### src/rtl/wstd_pkg.sv
// shared types and constants for the work-stealing task deque block
`default_nettype none

package wstd_pkg;

    // input field widths
    localparam int KIND_W     = 2;
    localparam int WORKER_W   = 2;
    localparam int TASK_REQ_W = 16;

    // output field widths
    localparam int STATUS_W   = 3;
    localparam int TASK_OUT_W = 16;
    localparam int SOURCE_W   = 2;
    localparam int STEAL_W    = 16;

    // stream data widths, padded to whole bytes
    localparam int S_TDATA_W  = 24;
    localparam int M_TDATA_W  = 40;

    // widest sum used in the victim rotation (worker id plus offset)
    localparam int ROT_W      = 5;

    typedef enum logic [KIND_W-1:0] {
        KIND_PUSH  = 2'd0,
        KIND_FETCH = 2'd1,
        KIND_CLEAR = 2'd2
    } kind_t;

    typedef enum logic [STATUS_W-1:0] {
        ST_OWN     = 3'd0,
        ST_STOLEN  = 3'd1,
        ST_NONE    = 3'd2,
        ST_PUSHED  = 3'd3,
        ST_REFUSED = 3'd4,
        ST_CLEARED = 3'd5
    } status_t;

endpackage

`default_nettype wire

### src/rtl/wstd_victim.sv
// rotating find-first over the non-empty deque flags, starting after the requester
`default_nettype none

module wstd_victim #(
    parameter int WORKERS = 4
) (
    input  wire logic [WORKERS-1:0]         busy,
    input  wire logic [$clog2(WORKERS)-1:0] requester,
    output logic                            found,
    output logic      [$clog2(WORKERS)-1:0] victim
);

    localparam int WIW = $clog2(WORKERS);
    localparam int RW  = wstd_pkg::ROT_W;

    logic [RW-1:0] idx [WORKERS];
    logic          cand [WORKERS];

    // candidate id for each offset, wrapped once modulo the worker count
    always_comb begin
        logic [RW-1:0] sum;
        for (int i = 0; i < WORKERS; i++) begin
            sum = RW'(requester) + RW'(i);
            if (sum >= RW'(WORKERS)) begin
                sum = sum - RW'(WORKERS);
            end
            if (sum >= RW'(WORKERS)) begin
                // requester out of range, answer is not used
                sum = '0;
            end
            idx[i]  = sum;
            cand[i] = (i != 0) && busy[sum[WIW-1:0]];
        end
    end

    // lowest offset wins
    always_comb begin
        found  = 1'b0;
        victim = '0;
        for (int i = WORKERS - 1; i >= 1; i--) begin
            if (cand[i]) begin
                found  = 1'b1;
                victim = idx[i][WIW-1:0];
            end
        end
    end

endmodule

`default_nettype wire

### config.mk
export PLATFORM = sky130hd
export DESIGN_NAME = wstd_victim
export DESIGN_NICKNAME = d
export VERILOG_FILES = /design/src/rtl/wstd_pkg.sv /design/src/rtl/wstd_victim.sv
export SDC_FILE = /design/constraint.sdc
export NUM_CORES = 1
export LEC_CHECK = 0
export BUFFER_PORTS_ARGS = -buffer_cell sky130_fd_sc_hd__buf_2
export CAP_MARGIN = 20
export CORE_AREA = 2 2 39 41
export DETAILED_ROUTE_END_ITERATION = 7
export DIE_AREA = 0 0 41 43
export PLACE_DENSITY = 0.37
export SETUP_SLACK_MARGIN = 0.4
export SLEW_MARGIN = 20
export SYNTH_ARGS = -nofsm -noshare
export SYNTH_HDL_FRONTEND = slang
export SYNTH_SLANG_ARGS = --single-unit
### constraint.sdc
create_clock -name vclk -period 2.4
set_input_delay 0.24 -clock vclk [all_inputs]
set_output_delay 0.24 -clock vclk [all_outputs]
set_load 0.03 [all_outputs]
Word-level counts from Yosys, hierarchy flattened
Cells that the tools add are included.
{ "classes": {"n_addsub": 6, "n_lt_le_gt_ge": 9, "mux": 18} }
{ "ops": {"columns": ["op", "count"], "rows": [
  [">= comparator 5 x 3 -> 1 bit, second input constant", 3],
  ["two-way mux 5 bit", 3],
  ["two-way mux 2 bit", 6],
  ["subtractor 3 x 3 -> 4 bit, second input constant", 3],
  [">= comparator 3 bit, second input constant", 3],
  ["< comparator 2 x 3 -> 1 bit, second input constant", 3],
  ["adder 2 x 2 -> 3 bit, second input constant", 2],
  ["binary-select mux 1 bit (select 2 bit)", 3],
  ["two-way mux 1 bit", 6],
  ["adder 2 x 1 -> 3 bit, second input constant", 1]
]} }
{ "totals": {"ff_bits": 0, "in_bits": 6, "out_inout_bits": 3, "elab_cells": 33} }

Longest topological paths before layout
{ "depth": {"depth_word": 10, "mapped_depth": 7, "depth_no_buf": 6} }

Worst setup path before layout
Ideal clock, no wire load.
{ "synth_timing": {"kind": "input -> output", "start": "in requester[0]", "end": "out victim[0]", "arrival_time_ns": 1.694, "required_time_ns": 2.160, "setup_slack_ns": 0.466, "cell_stages": 6, "path_buffers": 1, "path_cell_list": "buf_6 inv_2 ha_1 or4_1 o21a_1 o221ai_1"} }
{ "synth_via": {"elab_chain_len": 10, "word_cells_on_any_way": 27, "cone_classes": "6 x add/sub; 6 x order compare; 15 x mux"} }
{ "synth_lines": {"columns": ["element", "line", "source"], "rows": [
  ["from (decl)", "wstd_victim.sv:8", "input wire logic [$clog2(WORKERS)-1:0] requester,"],
  ["adder 2 x 2 -> 3 bit", "wstd_victim.sv:23", "sum = RW'(requester) + RW'(i);"],
  ["subtractor 3 x 3 -> 4 bit or >= comparator 3 bit (tied branches)", "wstd_victim.sv:25, wstd_victim.sv:24", null],
  ["two-way mux 5 bit", "wstd_victim.sv:24", "if (sum >= RW'(WORKERS)) begin"],
  [">= comparator 5 x 3 -> 1 bit", "wstd_victim.sv:27", "if (sum >= RW'(WORKERS)) begin"],
  ["two-way mux 2 bit", "wstd_victim.sv:27", null],
  ["binary-select mux 1 bit (select 2 bit)", "wstd_victim.sv:32", "cand[i] = (i != 0) && busy[sum[WIW-1:0]];"],
  ["two-way mux 1 bit (not written as such)", "wstd_victim.sv:32", null],
  ["two-way mux 2 bit (2 in series)", "wstd_victim.sv:41", "if (cand[i]) begin"],
  ["two-way mux 2 bit (*)", "wstd_victim.sv:41", null],
  ["to (decl)", "wstd_victim.sv:10", "output logic [$clog2(WORKERS)-1:0] victim"]
]} }
Every way passes the cells marked *; elsewhere a longest branch is shown, timed or not. The select of a mux whose other input is x is not followed.

Worst setup path after layout
{ "layout_timing": {"start": "in requester[0]", "end": "out found"} }
{ "layout_via": {"elab_chain_len": 10, "word_cells_on_any_way": 27, "cone_classes": "6 x add/sub; 6 x order compare; 15 x mux"} }
{ "layout_lines": {"columns": ["element", "line", "source"], "rows": [
  ["adder 2 x 2 -> 3 bit", "wstd_victim.sv:23", null],
  ["subtractor 3 x 3 -> 4 bit or >= comparator 3 bit (tied branches)", "wstd_victim.sv:25, wstd_victim.sv:24", null],
  ["two-way mux 5 bit", "wstd_victim.sv:24", null],
  [">= comparator 5 x 3 -> 1 bit", "wstd_victim.sv:27", null],
  ["two-way mux 2 bit", "wstd_victim.sv:27", null],
  ["binary-select mux 1 bit (select 2 bit)", "wstd_victim.sv:32", null],
  ["two-way mux 1 bit (not written as such)", "wstd_victim.sv:32", null],
  ["two-way mux 1 bit (2 in series)", "wstd_victim.sv:41", null],
  ["two-way mux 1 bit (*)", "wstd_victim.sv:41", null],
  ["to (decl)", "wstd_victim.sv:9", "output logic found,"]
]} }
Marked as above.

==> flow_summary.json <==
{
  "status": "completed",
  "layout-drive-gt1-share": 0.350,
  "globalplace.congestion": 0.737,
  "antenna_left": 0,
  "path_common_cell": "buf_2",
  "syn_area_um2": 229,
  "critPathSlowestCell": "or4_1",
  "n_antenna_cell": 0,
  "die_w_um": 41,
  "syn_nets": 41,
  "finalPower_mw": 0.0643,
  "wl_per_cell_um": 10.1,
  "leakagePower_nw": 0.126,
  "yosysSeqAreaShare": 0,
  "cp-start-kind": "input pin",
  "drv_cap": 0,
  "drc": 0,
  "area_delta_synth_final_pct": 34.4,
  "p_per_area_nw_per_um2": 209,
  "ctsHoldBuffers": 0,
  "post-cts-setup-buffer-count": 0,
  "cp_max_fo": 6,
  "ys_types": 20,
  "grt_pass1_wl_um": 1010,
  "setup_viol": 0,
  "dieHeight_um": 43,
  "worst_ep_required_time_ps": 2160,
  "hold_violations": 0,
  "tns_ps": 0,
  "pwr-share-comb": 1.000,
  "grt_antenna_before_repair": 0,
  "grt_pass1_vias": 231,
  "crit_chain": "buf_2, inv_2, ha_1, or4_1, o21a_1, o41a_1, buf_2",
  "rows": 14,
  "critPathKind": "input pin to output pin",
  "dp_hpwl_um": 457,
  "drt_iter0_drc": 2,
  "netSwitchingPower_mw": 0.0369,
  "drv_slew": 0,
  "ir_drop_mv": 0.0640,
  "initial_core_util": 0.165,
  "clockBufferCount": 0,
  "grt_setup_unrepaired": "no",
  "gr-total-overflow": 0,
  "grt_max_degree": 10,
  "drt_wl_total_um": 568,
  "register_area_um2": 0,
  "cpPeakStageDelay_ps": 410,
  "fp.dieArea_um2": 1760,
  "post-route-period-util": 0.803,
  "port_buffers": 9,
  "switching_share": 0.575,
  "max_freq_mhz": 519,
  "grt.total_usage": 0.0749,
  "nNetsFinal": 52,
  "hold_class": "input pin to output pin",
  "intPower_mw": 0.0273,
  "final.min_clock_period_ps": 1930,
  "coreArea_um2": 1380,
  "vias_per_cell": 4.59,
  "syn-mean-instance-area_um2": 7.39,
  "tightest_slew_ps": 219,
  "clockPowerShare": 0,
  "seqPwrFrac": 0,
  "endpoint_kind": "output pin",
  "seq_cells": 0,
  "dr.pass1.iters": 2,
  "io-pin-count": 9,
  "num_vias": 257,
  "maxSlewHeadroom": 0.852,
  "worstPathArrival_ps": 1690,
  "ys_warn_count": 0,
  "synthCells": 31
}
[worst max-delay path, delay by kind of cell]
family                     cells  cell delay (ps)
AOI/OAI and AO/OA              2              440
and+or+nand+nor                1              410
buffers and inverters          3              340
adders and majority gates      1              270
[synthesized netlist by cell type]
| cell type | n | area [um^2] |
|---|---|---|
| a21oi_1 | 3 | 15.0 |
| buf_6 | 1 | 11.3 |
| ha_1 | 4 | 50.1 |
| inv_1 | 1 | 3.75 |
| inv_2 | 1 | 3.75 |
| mux2_2 | 1 | 11.3 |
| mux2i_1 | 2 | 20.0 |
| nand2b_1 | 2 | 12.5 |
| nand3_1 | 1 | 5.00 |
| nor2_1 | 2 | 7.51 |
| nor3_1 | 3 | 15.0 |
| nor3b_1 | 1 | 7.51 |
| nor4_1 | 1 | 6.26 |
| o2111ai_1 | 1 | 8.76 |
| o21a_1 | 1 | 7.51 |
| o21ai_0 | 2 | 10.0 |
| o221ai_1 | 1 | 8.76 |
| o41a_1 | 1 | 11.3 |
| or3_1 | 1 | 6.26 |
| or4_1 | 1 | 7.51 |
[cells in the final DEF (no fill, tap or decap), drive strengths merged]
cell type | Yosys | final
nor4 | 1 | 1
clkbuf | 0 | 1
inv | 2 | 2
o41a | 1 | 1
o221ai | 1 | 1
nor3 | 3 | 3
o21ai | 2 | 2
mux2 | 1 | 1
ha | 4 | 4
nand2b | 2 | 2
nor2 | 2 | 2
buf | 1 | 9
or3 | 1 | 1
nand3 | 1 | 1
nor3b | 1 | 1
o2111ai | 1 | 1
mux2i | 2 | 2
or4 | 1 | 1
a21oi | 3 | 3
o21a | 1 | 1
[logic make-up (layout without fill, tap and decap cells)]
| group | Yosys count | in the layout | share of synthesized area |
|---|---|---|---|
| AO/OA/AOI/OAI | 9 | 9 | 0.268 |
| buffers and inverters | 3 | 12 | 0.0819 |
| adder cells (fa/ha/maj) | 4 | 4 | 0.219 |
| AND/OR/NAND/NOR | 12 | 12 | 0.295 |
| multiplexers | 3 | 3 | 0.137 |
[through the flow]
stage	instances	hold WS, ps	cell area [um^2]	worst slack (ps)	utilization
after floorplan	31	727	229	466	-
after global placement	56	934	290	287	0.210
after detailed placement	56	940	290	292	0.210
after CTS	56	936	305	405	0.221
after global routing	56	962	308	400	0.222
final	56	932	308	472	0.222
[per-layer routing]
metal	wire, um	GRT usage	vias up
met5	0	0	-
met4	0	0	0
met3	22	0	0
met2	252	0.116	5
met1	292	0.120	115
li1	-	-	137
[power by group through the flow]
stage	sequential, mW	combinational [mW]	clock (mW)
6_report	0	0.0643	0
4_1_cts	0	0.0644	0
3_5_place_dp	0	0.0600	0
3_3_place_gp	0	0.0603	0
5_1_grt	0	0.0715	0
2_1_floorplan	0	0.0408	0
[cell type report]
type	count	area [um^2]
Fill cell	167	1080
Timing Repair Buffer	10	57.6
Multi-Input combinational cell	28	223
Tap cell	16	20.0
Inverter	2	7.51
[repair_timing]
item,in CTS,in global routing
pin swaps,0,0
gates resized for setup,3,2
setup endpoints to repair,1,1
[worst paths after layout]
| path | start | end | slack (ps) | cells after the start |
|---|---|---|---|---|
| max | requester[0] | found | 470 | 7 |
| min | busy[2] | victim[1] | 930 | 4 |
Note: power is estimated with default switching activity, not from simulation.
